**src/ekvp_pkg.sv**
```systemverilog
`timescale 1ns / 1ps
`default_nettype none
// ----------------------------------------------------------------------------
// Escaped key/value parser package
// Word types, phase codes, status codes and the special bytes of the format.
// ----------------------------------------------------------------------------
package ekvp_pkg;

    typedef struct packed {
        logic       has_char;
        logic [7:0] ch;
        logic       last;
    } in_word_t;

    typedef struct packed {
        logic       char_valid;
        logic [7:0] out_char;
        logic       in_value;
        logic       key_done;
        logic       pair_done;
        logic [1:0] status;
    } out_word_t;

    typedef enum logic [4:0] {
        PH_KEY     = 5'b00001,
        PH_KEY_ESC = 5'b00010,
        PH_VAL     = 5'b00100,
        PH_VAL_ESC = 5'b01000,
        PH_ERR     = 5'b10000
    } phase_t;

    typedef struct packed {
        phase_t phase;
        logic   key_seen;
    } ekvp_state_t;

    localparam logic [1:0] ST_BUSY    = 2'd0;
    localparam logic [1:0] ST_OK      = 2'd1;
    localparam logic [1:0] ST_ERROR   = 2'd2;
    localparam logic [1:0] ST_IGNORED = 2'd3;

    localparam logic [7:0] BYTE_ESC = 8'h5C;
    localparam logic [7:0] BYTE_EQ  = 8'h3D;
    localparam logic [7:0] BYTE_SEP = 8'h3B;

endpackage : ekvp_pkg
`default_nettype wire

```
**src/ekvp_step.sv**
```systemverilog
`timescale 1ns / 1ps
`default_nettype none
// ----------------------------------------------------------------------------
// Escaped key/value parser step
// Decides one input word against the current phase: result word and next state.
// ----------------------------------------------------------------------------
module ekvp_step (
    input  var ekvp_pkg::ekvp_state_t state_cur,
    input  var ekvp_pkg::in_word_t    in_word,
    output ekvp_pkg::ekvp_state_t     state_nxt,
    output ekvp_pkg::out_word_t       out_word
);
    import ekvp_pkg::*;

    always_comb begin
        phase_t     ph;
        logic       ks;
        logic       err;
        logic       esc_ok;
        out_word_t  res;

        ph     = state_cur.phase;
        ks     = state_cur.key_seen;
        err    = 1'b0;
        esc_ok = (in_word.ch == BYTE_ESC) || (in_word.ch == BYTE_EQ)
                 || (in_word.ch == BYTE_SEP);
        res    = '0;
        res.status = ST_BUSY;

        case (state_cur.phase)
            PH_KEY, PH_KEY_ESC, PH_VAL, PH_VAL_ESC: begin
                if (in_word.has_char) begin
                    case (state_cur.phase)
                        PH_KEY: begin
                            if (in_word.ch == BYTE_ESC) begin
                                ph = PH_KEY_ESC;
                            end else if (in_word.ch == BYTE_EQ) begin
                                if (ks) begin
                                    res.key_done = 1'b1;
                                    ks = 1'b0;
                                    ph = PH_VAL;
                                end else begin
                                    err = 1'b1;
                                end
                            end else if (in_word.ch == BYTE_SEP) begin
                                err = 1'b1;
                            end else begin
                                res.char_valid = 1'b1;
                                res.out_char   = in_word.ch;
                                ks = 1'b1;
                            end
                        end
                        PH_KEY_ESC: begin
                            if (esc_ok) begin
                                res.char_valid = 1'b1;
                                res.out_char   = in_word.ch;
                                ks = 1'b1;
                                ph = PH_KEY;
                            end else begin
                                err = 1'b1;
                            end
                        end
                        PH_VAL: begin
                            if (in_word.ch == BYTE_ESC) begin
                                ph = PH_VAL_ESC;
                            end else if (in_word.ch == BYTE_EQ) begin
                                err = 1'b1;
                            end else if (in_word.ch == BYTE_SEP) begin
                                res.pair_done = 1'b1;
                                ph = PH_KEY;
                            end else begin
                                res.char_valid = 1'b1;
                                res.out_char   = in_word.ch;
                                res.in_value   = 1'b1;
                            end
                        end
                        PH_VAL_ESC: begin
                            if (esc_ok) begin
                                res.char_valid = 1'b1;
                                res.out_char   = in_word.ch;
                                res.in_value   = 1'b1;
                                ph = PH_VAL;
                            end else begin
                                err = 1'b1;
                            end
                        end
                        default: begin
                            err = 1'b1;
                        end
                    endcase
                end
                if (!err && in_word.last) begin
                    if (ph == PH_KEY) begin
                        if (ks) begin
                            err = 1'b1;
                        end else begin
                            res.status = ST_OK;
                        end
                    end else if (ph == PH_VAL) begin
                        res.pair_done = 1'b1;
                        res.status    = ST_OK;
                    end else begin
                        err = 1'b1;
                    end
                end
                if (err) begin
                    res        = '0;
                    res.status = ST_ERROR;
                    ph         = PH_ERR;
                end
            end
            default: begin
                res.status = ST_IGNORED;
            end
        endcase

        if (in_word.last) begin
            ph = PH_KEY;
            ks = 1'b0;
        end

        state_nxt.phase    = ph;
        state_nxt.key_seen = ks;
        out_word           = res;
    end

endmodule : ekvp_step
`default_nettype wire

```
**src/escaped_key_value_parser_unit.sv**
```systemverilog
`timescale 1ns / 1ps
`default_nettype none
// ----------------------------------------------------------------------------
// Escaped key/value parser unit
// Takes an encoded "key=value;" string one byte per word on the s_ channel and
// returns one result word per input word on the m_ channel: the unescaped
// character with its field, key and pair end marks, and a status code.
// Both channels use valid/ready; a word moves when valid and ready are high.
// Each accepted word enters an input register, is decided combinationally by
// the phase machine and lands in the result register, which drives m_valid.
// One word is accepted per cycle while m_ready holds.
// When the receiver stalls, the result register holds and the input register
// fills; s_ready then drops until the result is taken, so no word is lost.
// A word with last set returns the parser to the key phase for a new string.
// Reset (aresetn low, synchronous) empties both registers and restarts the
// parser in the key phase with an empty key.
// ----------------------------------------------------------------------------
module escaped_key_value_parser_unit (
    input  var logic                aclk,
    input  var logic                aresetn,
    input  var logic                s_valid,
    output logic                    s_ready,
    input  var ekvp_pkg::in_word_t  s_data,
    output logic                    m_valid,
    input  var logic                m_ready,
    output ekvp_pkg::out_word_t     m_data
);
    import ekvp_pkg::*;

    logic        in_valid_reg;
    in_word_t    in_word_reg;
    logic        out_valid_reg;
    out_word_t   out_word_reg;
    ekvp_state_t state_reg;
    ekvp_state_t state_next;
    out_word_t   res_next;
    logic        out_adv;
    logic        in_adv;

    assign out_adv = !out_valid_reg || m_ready;
    assign in_adv  = in_valid_reg && out_adv;
    assign s_ready = !in_valid_reg || out_adv;
    assign m_valid = out_valid_reg;
    assign m_data  = out_word_reg;

    ekvp_step u_step (
        .state_cur (state_reg),
        .in_word   (in_word_reg),
        .state_nxt (state_next),
        .out_word  (res_next)
    );

    always_ff @(posedge aclk) begin
        if (!aresetn) begin
            in_valid_reg       <= 1'b0;
            out_valid_reg      <= 1'b0;
            state_reg.phase    <= PH_KEY;
            state_reg.key_seen <= 1'b0;
        end else begin
            if (s_ready) begin
                in_valid_reg <= s_valid;
            end
            if (out_adv) begin
                out_valid_reg <= in_valid_reg;
            end
            if (in_adv) begin
                state_reg <= state_next;
            end
        end
    end

    always_ff @(posedge aclk) begin
        if (s_ready && s_valid) begin
            in_word_reg <= s_data;
        end
        if (in_adv) begin
            out_word_reg <= res_next;
        end
    end

`ifndef NO_ASSERTIONS
    a_phase_onehot: assert property (@(posedge aclk) disable iff (!aresetn)
        $onehot(state_reg.phase))
        else $error("phase register not one-hot");

    a_last_restart: assert property (@(posedge aclk) disable iff (!aresetn)
        (in_adv && in_word_reg.last) |=>
            (state_reg.phase == PH_KEY && !state_reg.key_seen))
        else $error("parser did not restart after last word");

    a_error_sticks: assert property (@(posedge aclk) disable iff (!aresetn)
        (in_adv && !in_word_reg.last && res_next.status == ST_ERROR) |=>
            (state_reg.phase == PH_ERR))
        else $error("error not held for rest of string");

    a_quiet_on_fault: assert property (@(posedge aclk) disable iff (!aresetn)
        (out_valid_reg && (out_word_reg.status == ST_ERROR ||
                           out_word_reg.status == ST_IGNORED)) |->
            (!out_word_reg.char_valid && !out_word_reg.key_done &&
             !out_word_reg.pair_done && out_word_reg.out_char == 8'd0))
        else $error("fields set on error or ignored word");

    a_no_loss_on_stall: assert property (@(posedge aclk) disable iff (!aresetn)
        (out_valid_reg && !m_ready) |=> (out_valid_reg && $stable(out_word_reg)))
        else $error("result word dropped while stalled");
`endif

endmodule : escaped_key_value_parser_unit
`default_nettype wire
```
**config.mk**
```make
export PLATFORM = sky130hd
export DESIGN_NAME = escaped_key_value_parser_unit
export DESIGN_NICKNAME = d
export VERILOG_FILES = /design/src/ekvp_pkg.sv /design/src/ekvp_step.sv /design/src/escaped_key_value_parser_unit.sv
export SDC_FILE = /design/constraint.sdc
export NUM_CORES = 1
export LEC_CHECK = 0
export CAP_MARGIN = 20
export CORE_MARGIN = 4
export CORE_UTILIZATION = 60
export CTS_BUF_LIST = sky130_fd_sc_hd__clkbuf_8
export CTS_CLUSTER_DIAMETER = 40
export DETAILED_ROUTE_END_ITERATION = 7
export DONT_BUFFER_PORTS = 1
export GPL_ROUTABILITY_DRIVEN = 1
export GPL_TIMING_DRIVEN = 1
export PLACE_DENSITY = 0.76
export SKIP_CTS_REPAIR_TIMING = 1
export SYNTH_ARGS = -nofsm -noshare
export SYNTH_HDL_FRONTEND = slang
export SYNTH_SLANG_ARGS = --single-unit
```
**constraint.sdc**
```tcl
create_clock -name aclk -period 2.4 [get_ports aclk]
set_input_delay 0.12 -clock aclk [delete_from_list [all_inputs] [get_ports aclk]]
set_output_delay 0.12 -clock aclk [all_outputs]
set_load 0.01 [all_outputs]
```
==> results of run 1 <==
==> path summary, 6_finish.rpt <==
kind                        to  slack (ps)  depth (start not counted)
hold / removal    state_reg[4]          80                          2
setup / recovery     m_data[1]         -10                          9
hold reg to reg        m_valid         530                          1
setup reg to reg     m_data[1]         -10                          9
==> layout make-up <==
| class | instances | share of cell area, % |
|---|---|---|
| clock buffers | 5 | 2.863 |
| clock inverters | 3 | 1.614 |
| inverters | 5 | 0.7808 |
| multi-input cells | 130 | 42.79 |
| flip-flops and latches | 32 | 37.17 |
| well taps | 44 | 2.290 |
| repair buffers | 36 | 12.49 |
==> cells by family (layout without fill, tap and decap cells) <==
logic type	after synthesis	count (layout)	share of synthesized area, %
AOI/OAI and AO/OA	53	53	22.73
buffers and inverters	11	49	3.141
xor gates and xnor gates	2	2	0.9360
and+or+nand+nor	75	75	26.14
DFF	32	32	47.06
==> cells in the final DEF (no fill, tap or decap), types with 3 or more instances in the layout <==
cell	count
a21oi_1	4
a31oi_1	3
and2_1	9
buf_4	24
clkbuf_8	5
dfxtp_1	4
dfxtp_4	3
dlygate4sd3_1	12
edfxtp_1	24
inv_1	5
nand2_1	8
nand2b_1	3
nand3_1	7
nor2_1	12
nor2_2	3
nor2_4	3
nor2b_1	5
o211ai_1	6
o21ai_0	5
o21ai_1	4
==> critical path, cell delays in order (launching register included) <==
cell      delay, ps
edfxtp_1        450
buf_4           170
nor4bb_2        420
nor2_2          110
nor3_2          190
buf_4           160
o32ai_4         120
or2_1           280
a21boi_1        160
o211ai_1         90
==> stage by stage <==
stage               instances  hold WS [ps]
CTS                       236        -80.59
floorplan                 173         218.9
global route              255         57.40
finish                    255         84.00
global placement          228         215.5
detailed placement        228         218.9
==> power groups by stage <==
| stage | logic (W) | registers (W) | clock network, W |
|---|---|---|---|
| finish | 0.000206 | 0.000656 | 0.000497 |
| global route | 0.000222 | 0.000658 | 0.000543 |
| CTS | 0.000154 | 0.000657 | 0.000502 |
| detailed placement | 0.000153 | 0.000668 | 0 |
| global placement | 0.000152 | 0.000667 | 0 |
| floorplan | 0.000119 | 0.000659 | 0 |
==> per-layer routing <==
| metal | GRT usage [%] | vias up |
|---|---|---|
| li1 | - | 752 |
| met1 | 27.71 | 765 |
| met2 | 33.55 | 127 |
| met3 | 7.557 | 25 |
| met4 | 13.48 | 0 |
| met5 | 0 | - |
==> impl_metrics.csv, run 1 <==
group,metric,value,unit
timing,setup-tns-final,-9.601,ps
cells_and_area,n_antenna_cell,0,
synthesis,synth_area_leaders,"edfxtp_1, dfxtp_1, nor2_1",
cells_and_area,fill_cells,171,
cells_and_area,layout.nets,224,
global_routing,grt_max_degree,17,
clock_tree,clock_path_buffers,2,
worst_setup_path,critPathArrivalTime,2430,ps
timing,setup_viol,1,
clock_tree,numCtsBuffers,5,
worst_setup_path,crit-reg2reg-launch,"in_word_reg[3]",
timing,tightest_slew,391.4,ps
synthesis,synth_flop_cell,"edfxtp_1",
run,maxCapViolations,0,
worst_setup_path,cp.required,2420,ps
pwr,leakage,0.8407,nW
floorplanning,num_io_pins,30,
timing,maxSlewHeadroom,73.53,%
synthesis,yosysUniqueCellTypes,62,
place,pre_cts_slack,-105.1,ps
floorplanning,rows,20,
place,numPortBuffers,0,
floorplanning,die-height,63.86,um
hold_path,hp-class,"in -> reg",
timing,setup_ws,-9.601,ps
cells_and_area,synthToLayoutAreaGrowth,28.41,%
pwr,vdd_drop_max,0.4299,mV
detailed_routing,dr_wl_met3,514,um
timing,slew_violations,0,
clock_tree,insertion_delay,280,ps
worst_setup_path,start_kind,"register",
detailed_routing,drtPass1Iterations,5,
global_routing,grt_pass1_vias,1471,
global_routing,grt_pass1_wl,6934,um
pwr,p_int,0.001027,W
detailed_routing,viasPerCell,6.545,
synthesis,ys_warn_count,0,
place,gp_congestion,1.058,
synthesis,synth_seq_cells,32,
detailed_routing,wire_per_inst,19.67,um
synthesis,synth_top_area_share,38.50,%
synthesis,syn-num-nets,187,
outcome,violations,"setup timing",
synthesis,syn_area_per_cell,10.82,um2
global_routing,grt_usage,22.39,%
cells_and_area,finish.instance_area,2404,um2
timing,timing.final.crit_share,100.4,%
timing,fmax,415.0,MHz
pwr,p_total,0.001359,W
detailed_routing,top_layer,"met4",
worst_setup_path,critPathMaxFanout,5,
detailed_routing,drc,0,
floorplanning,start_util,61.82,%
worst_setup_path,worstSetupPathType,"reg -> reg",
detailed_routing,vias,1669,
outcome,run_status,"complete, but fails checks",
detailed_routing,detail_route.iter0.violations,68,
synthesis,synth_area_leader_cell,"edfxtp_1",
clock_tree,cts_tree,"yes",
clock_tree,cts.sinks,32,
synthesis,synthMostInstantiatedCell,"edfxtp_1",
floorplanning,dieArea,4077,um2
synthesis,yosysSeqAreaShare,47.06,%
synthesis,async_flop_share,0,%
cells_and_area,largest_reg_flops,14,
worst_setup_path,cp-end-kind,"register",
pwr,p_seq_share,48.3,%
cells_and_area,drive_gt1_share,31.28,%
worst_setup_path,timing.critical_path.from,"in_word_reg[3]",
place,postPlaceCellArea,2014,um2
cells_and_area,postLayoutCoreUtil,79.38,%
synthesis,netlist_top_cells_count,"edfxtp_1, nor2_1, and2_1",
detailed_routing,postRouteAntennaNets,0,
detailed_routing,met2_length,2386,um
cells_and_area,seqCellArea,893.4,um2
hold_path,hold_start,"aresetn",
cells_and_area,multi_input_area,1028,um2
clock_tree,clk_pin_slew,60,ps
floorplanning,coreArea,3028,um2
pwr,power-per-cell-area,565.6,nW/um2
synthesis,syn_area,1872,um2
pwr,swShare,24.47,%
detailed_routing,routed_wl,5015,um
pwr,clockPowerShare,36.5,%
place,dpl.hpwl,3109,um
clock_tree,cts_max_level,2,
clock_tree,cts-root-buf,"clkbuf_8",
synthesis,synth_edf_count,24,
pwr,switching_power,0.0003326,W
timing,fin_worst_skew,3.003,ps
detailed_routing,drt-met1-wl,1924,um
timing,fin_crit,2410,ps
global_routing,grt_overflow_total,0,
global_routing,grt_antenna_before_repair,0,
timing,hold_viol_final,0,
synthesis,synth_cells,173,
pwr,combPwrFrac,15.2,%
floorplanning,die_x,63.86,um
Note: power is estimated with default switching activity, not from simulation.
==> inputs of run 2 (changes only) <==
--- a/config.mk
+++ b/config.mk
@@ -6,15 +6,14 @@
 export NUM_CORES = 1
 export LEC_CHECK = 0
 export CAP_MARGIN = 20
-export CORE_MARGIN = 4
-export CORE_UTILIZATION = 60
+export CORE_UTILIZATION = 59
 export CTS_BUF_LIST = sky130_fd_sc_hd__clkbuf_8
 export CTS_CLUSTER_DIAMETER = 40
 export DETAILED_ROUTE_END_ITERATION = 7
 export DONT_BUFFER_PORTS = 1
 export GPL_ROUTABILITY_DRIVEN = 1
 export GPL_TIMING_DRIVEN = 1
-export PLACE_DENSITY = 0.76
+export PLACE_DENSITY = 0.78
 export SKIP_CTS_REPAIR_TIMING = 1
 export SYNTH_ARGS = -nofsm -noshare
 export SYNTH_HDL_FRONTEND = slang
==> constraint.sdc (replaced) <==
create_clock -name aclk -period 2 [get_ports aclk]
set_input_delay 0.1 -clock aclk [delete_from_list [all_inputs] [get_ports aclk]]
set_output_delay 0.1 -clock aclk [all_outputs]
set_load 0.01 [all_outputs]
==> run 2 against run 1 <==
  * The flow still finishes with violations (setup timing)
  * Cell count is 11% higher
  * Final area is 15% higher
  * Wire length is 30% higher
  * Power is 28% higher
  * Setup slack worse by 460 ps
  * Clock power is 25% higher
  * Fmax is 2.4% lower
  * Core utilization is 12 points higher
  * Highest routed layer unchanged
==> impl_metrics.csv, run 2 (synthesis results as in run 1) <==
group,metric,value,unit
global_routing,grt_overflow_total,0,
detailed_routing,postRouteAntennaNets,0,
cells_and_area,synthToLayoutAreaGrowth,47.73,%
clock_tree,numCtsBuffers,5,
worst_setup_path,critPathArrivalTime,2500,ps
floorplanning,die-height,58.33,um
place,postPlaceCellArea,2272,um2
clock_tree,cts_tree,"yes",
floorplanning,coreArea,3028,um2
detailed_routing,drc,0,
clock_tree,cts-root-buf,"clkbuf_8",
detailed_routing,drtPass1Iterations,5,
global_routing,grt_pass1_vias,1558,
detailed_routing,vias,1919,
cells_and_area,drive_gt1_share,46.22,%
timing,tightest_slew,458.6,ps
cells_and_area,fill_cells,95,
cells_and_area,layout.nets,251,
worst_setup_path,critPathMaxFanout,5,
detailed_routing,routed_wl,6501,um
cells_and_area,finish.instance_area,2765,um2
pwr,vdd_drop_max,0.4848,mV
global_routing,grt_usage,30.61,%
hold_path,hp-class,"in -> reg",
timing,fin_worst_skew,16.49,ps
outcome,violations,"setup timing",
worst_setup_path,cp.required,2030,ps
cells_and_area,postLayoutCoreUtil,91.32,%
timing,hold_viol_final,0,
global_routing,grt_antenna_before_repair,0,
timing,setup_ws,-469.2,ps
timing,maxSlewHeadroom,69.43,%
cells_and_area,n_antenna_cell,0,
timing,timing.final.crit_share,123.5,%
clock_tree,clock_path_buffers,2,
place,gp_congestion,0.9547,
clock_tree,insertion_delay,300,ps
cells_and_area,final_common_cell,"buf_4",
floorplanning,num_io_pins,30,
worst_setup_path,cp-end-kind,"register",
cells_and_area,final_cell_mix,"buf_4, edfxtp_1, nor2_1",
timing,fmax,405.0,MHz
outcome,run_status,"complete, but fails checks",
pwr,leakage,1.011,nW
detailed_routing,wire_per_inst,23.05,um
cells_and_area,largest_reg_flops,14,
global_routing,grt_max_degree,15,
clock_tree,cts_max_level,2,
place,dp.cells,252,
timing,fin_crit,2469,ps
clock_tree,clk_pin_slew,80,ps
timing,setup_viol,19,
floorplanning,rows,20,
worst_setup_path,worstSetupPathType,"reg -> reg",
pwr,power-per-cell-area,631.0,nW/um2
timing,slew_violations,0,
floorplanning,die_x,58.33,um
clock_tree,cts.sinks,32,
detailed_routing,detail_route.iter0.violations,229,
floorplanning,dieArea,3402,um2
cells_and_area,stdcell_count,282,
floorplanning,start_util,61.82,%
run,maxCapViolations,0,
global_routing,grt_pass1_wl,7576,um
timing,rsz0062_at_grt,"true",
place,numPortBuffers,0,
detailed_routing,viasPerCell,6.805,
worst_setup_path,start_kind,"register",
place,dpl.hpwl,3447,um
## run 2: cell count changes in the layout (fill, tap and decap cells not counted), sizes merged
cell | previous run | this run
buf | 24 | 51
clkinvlp | 0 | 1
inv | 6 | 5
## run 2: layer usage
layer / share of wire, % / vias up / global-route usage (%)
li1: - / 802 / -
met1: 38 / 913 / 40.80
met2: 49 / 165 / 47.45
met3: 8.4 / 39 / 8.132
met4: 5.1 / 0 / 12.93
met5: 0 / - / 0
## run 2: stage by stage
step / total power (W) / setup slack (ps) / hold WS, ps / TNS, ps
after global routing: 0.001783 / -638.2 / 96.26 / -7359
after detailed placement: 0.001036 / -347.0 / 198.9 / -4481
after floorplan: 0.0009536 / -107.4 / 198.9 / -477.9
final: 0.001745 / -469.2 / 98.23 / -5594
after global placement: 0.001030 / -340.1 / 196.1 / -3405
after CTS: 0.001635 / -384.8 / -100.1 / -4946
## run 2: final timing paths
check	cells past startpoint	endpoint	slack (ps)	start
max reg2reg	8	m_data[2]	-470	in_word_reg[8]
max	8	m_data[2]	-470	in_word_reg[8]
min	2	m_valid	100	m_ready
min reg2reg	1	m_valid	570	in_valid_reg
## run 2: cell type report
cell class	instances	area, um2	share of cell area (%)
repair buffers	63	506.7	18.33
well taps	44	55.05	1.991
inverters	5	18.77	0.6787
multi-input cells	130	1182	42.76
flip-flops and latches	32	890.9	32.22
clock inverters	3	42.54	1.538
clock buffers	5	68.82	2.489
## run 2: critical path, cell delays in order (launching register included)
cell      delay, ps
edfxtp_1        480
and4bb_4        460
a21oi_4          90
buf_4           140
o21ai_1         210
a21oi_1         170
o211a_1         280
o221ai_4        230
o22ai_2         130
## run 2: report_power, final
group | internal, W | switching, W | total, W
clock | 0.000368 | 0.000254 | 0.000623
sequential | 0.000751 | 0.0000410 | 0.000792
combinational | 0.000159 | 0.000171 | 0.000330
==> inputs of run 3 (changes only) <==
--- a/config.mk
+++ b/config.mk
@@ -14,7 +14,9 @@
 export GPL_ROUTABILITY_DRIVEN = 1
 export GPL_TIMING_DRIVEN = 1
 export PLACE_DENSITY = 0.78
+export RECOVER_POWER = 100
 export SKIP_CTS_REPAIR_TIMING = 1
 export SYNTH_ARGS = -nofsm -noshare
 export SYNTH_HDL_FRONTEND = slang
+export SYNTH_HIERARCHICAL = 1
 export SYNTH_SLANG_ARGS = --single-unit
==> run 3 against run 2 <==
  * Synthesized area down 1.5%
  * Flip-flop and latch count unchanged
  * The run ends with DRC, setup timing left
  * Combinational power down 7.6%
  * Core utilization up 1.0 points
  * Final area down 4.7%
  * Sequential power about the same
  * Die area down 1.4%
  * Largest power group unchanged
  * Clock power down 17%
  * Non-clock buffer count up 4
  * Clock skew down 3.6 ps
  * Power down 7.5%
==> impl_metrics.csv, run 3 <==
group,metric,value,unit
outcome,run_status,"complete, but fails checks",
outcome,violations,"DRC, setup timing",
hold_path,hp-class,"in -> reg",
pwr,clockPowerShare,32.2,%
timing,maxSlewHeadroom,50.53,%
synthesis,synth_cells,180,
clock_tree,cts-root-buf,"clkbuf_8",
synthesis,syn-num-nets,194,
worst_setup_path,r2r.worst_path.cells,11,
global_routing,gr-usage-met3,8.929,%
worst_setup_path,cp.required,2230,ps
cells_and_area,layout.nets,260,
worst_setup_path,cpMaxStageDelayCell,"edfxtp_1",
detailed_routing,detail_route.iter0.violations,200,
cells_and_area,n_antenna_cell,0,
run,maxCapViolations,0,
synthesis,synth_area_leader_cell,"edfxtp_1",
hold_path,min_path_cells,2,
worst_setup_path,critPathTopFamily,"simple AND/OR/NAND/NOR gates",
floorplanning,start_util,64.65,%
timing,slew_violations,0,
place,dpl.hpwl,3487,um
synthesis,synth_seq_cells,32,
synthesis,syn_area,1844,um2
pwr,leakage,1.003,nW
place,gp_congestion,0.9761,
cells_and_area,finish.instance_area,2635,um2
timing,tightest_slew,740.5,ps
place,numPortBuffers,0,
worst_setup_path,cp_cell_sequence,"xor2_2 > a32oi_4 > nor4b_4 > buf_4 > nor2_4 > o31ai_4 > buf_4 > a32oi_1 > nor2_1 > nand2_1 > mux2i_1",
synthesis,yosysSeqAreaShare,47.76,%
floorplanning,die-height,57.91,um
floorplanning,rows,19,
synthesis,async_flop_share,0,%
cells_and_area,synthToLayoutAreaGrowth,42.88,%
timing,fmax,380.1,MHz
cells_and_area,drive_gt1_share,41.30,%
worst_setup_path,start_kind,"register",
detailed_routing,drtPass1Iterations,8,
timing,fin_worst_skew,12.91,ps
floorplanning,die_x,57.91,um
pwr,power-per-cell-area,612.5,nW/um2
detailed_routing,drc,3,
worst_setup_path,crit_top_cell,"buf_4",
pwr,switching_power,0.0004634,W
global_routing,grt_overflow_total,0,
synthesis,synthMostInstantiatedCell,"nand2_1",
worst_setup_path,critPathMaxStageDelay,500,ps
detailed_routing,postRouteAntennaNets,0,
floorplanning,coreArea,2853,um2
synthesis,netlist_top_cells_count,"nand2_1, edfxtp_1, nor2_1",
global_routing,grt_max_degree,20,
synthesis,yosysUniqueCellTypes,52,
worst_setup_path,critPathArrivalTime,2860,ps
clock_tree,clock_path_buffers,2,
global_routing,grt_pass1_wl,7307,um
synthesis,synth_top_area_share,39.08,%
clock_tree,insertion_delay,300,ps
place,pre_cts_slack,-598.9,ps
timing,timing.final.crit_share,131.6,%
timing,setup_ws,-631.1,ps
pwr,swShare,28.71,%
detailed_routing,vias,1874,
global_routing,grt_usage,29.89,%
worst_setup_path,critPathMaxFanout,4,
cells_and_area,postLayoutCoreUtil,92.37,%
global_routing,busiest_layer,"met2",
clock_tree,cts.sinks,32,
cells_and_area,final_cell_mix,"buf_4, nand2_1, edfxtp_1",
detailed_routing,routed_wl,5957,um
synthesis,syn_area_per_cell,10.25,um2
worst_setup_path,path_buf_inv,2,
synthesis,synth_flop_cell,"edfxtp_1",
synthesis,synth_area_leaders,"edfxtp_1, dfxtp_1, nand2_1",
pwr,combPwrFrac,18.9,%
timing,hold_viol_final,0,
cells_and_area,final_common_cell,"buf_4",
synthesis,ys_warn_count,6,
global_routing,grt_antenna_before_repair,0,
clock_tree,cts_max_level,2,
global_routing,use_met2,49.26,%
clock_tree,cts_tree,"yes",
pwr,p_total,0.001614,W
timing,holdWs,190.1,ps
clock_tree,numCtsBuffers,5,
cells_and_area,largest_reg_flops,14,
timing,rsz0062_at_grt,"true",
timing,fin_crit,2631,ps
global_routing,grt_pass1_vias,1576,
pwr,vdd_drop_max,0.5645,mV
timing,setup_viol,18,
worst_setup_path,reg2reg_slack,-630,ps
pwr,p_int,0.001151,W
detailed_routing,wire_per_inst,21.43,um
global_routing,met1_usage,35.96,%
synthesis,synth_edf_count,24,
clock_tree,clk_pin_slew,80,ps
detailed_routing,viasPerCell,6.741,
worst_setup_path,cp-end-kind,"register",
pwr,p_seq_share,48.9,%
floorplanning,dieArea,3354,um2
place,postPlaceCellArea,2261,um2
floorplanning,num_io_pins,30,
worst_setup_path,worstSetupPathType,"reg -> reg",
worst_setup_path,critical_path_cell_count,11,
==> run 3: changes by cell type in the layout (fill, tap and decap cells not counted), moves of 4 or more <==
cell and change:
nand2_1 +20, nor3_1 +6, o211ai_1 -6, a21oi_1 +5
mux2i_1 +5, buf_4 +4
==> run 3: worst paths after layout <==
path,startpoint,to
max,in_word_reg[2],state_reg[3]
max reg2reg,in_word_reg[2],state_reg[3]
min reg2reg,state_reg[0],state_reg[0]
min,m_ready,m_valid
==> run 3: cell type report <==
type	instances	area, um2
clock inverters	3	23.77
repair buffers	67	536.8
well taps	31	38.79
clock buffers	5	68.82
multi-input cells	135	1065
inverters	5	18.77
flip-flops and latches	32	883.3
fillers	97	217.7
==> run 3: cells by family after synthesis <==
family                 after synthesis  share of synthesized area, %
AND/OR/NAND/NOR                     91                         29.51
AO/OA/AOI/OAI                       37                         15.47
flip-flops                          32                         47.76
buffers and inverters               13                         3.595
multiplexers                         5                         2.714
XOR/XNOR                             2                        0.9500
==> run 3: through the flow <==
step           setup TNS [ps]  std cells
2_1_floorplan           -4488        180
3_3_place_gp            -7505        251
3_5_place_dp            -7911        251
4_1_cts                 -8584        259
5_1_grt                -10500        278
6_report                -8818        278
==> run 3: per-layer routing <==
layer | share of wire, % | wire [um] | vias up
met5 | 0 | 0 | -
met4 | 6.3 | 373 | 0
met3 | 9.1 | 540 | 48
met2 | 48 | 2862 | 156
met1 | 37 | 2181 | 872
li1 | - | - | 798
==> run 3: power groups by stage <==
stage	logic (W)	clock network (W)	registers (W)
2_1_floorplan	0.000137	0	0.000793
3_3_place_gp	0.000216	0	0.000798
3_5_place_dp	0.000223	0	0.000800
4_1_cts	0.000224	0.000518	0.000786
5_1_grt	0.000319	0.000552	0.000794
6_report	0.000305	0.000519	0.000789
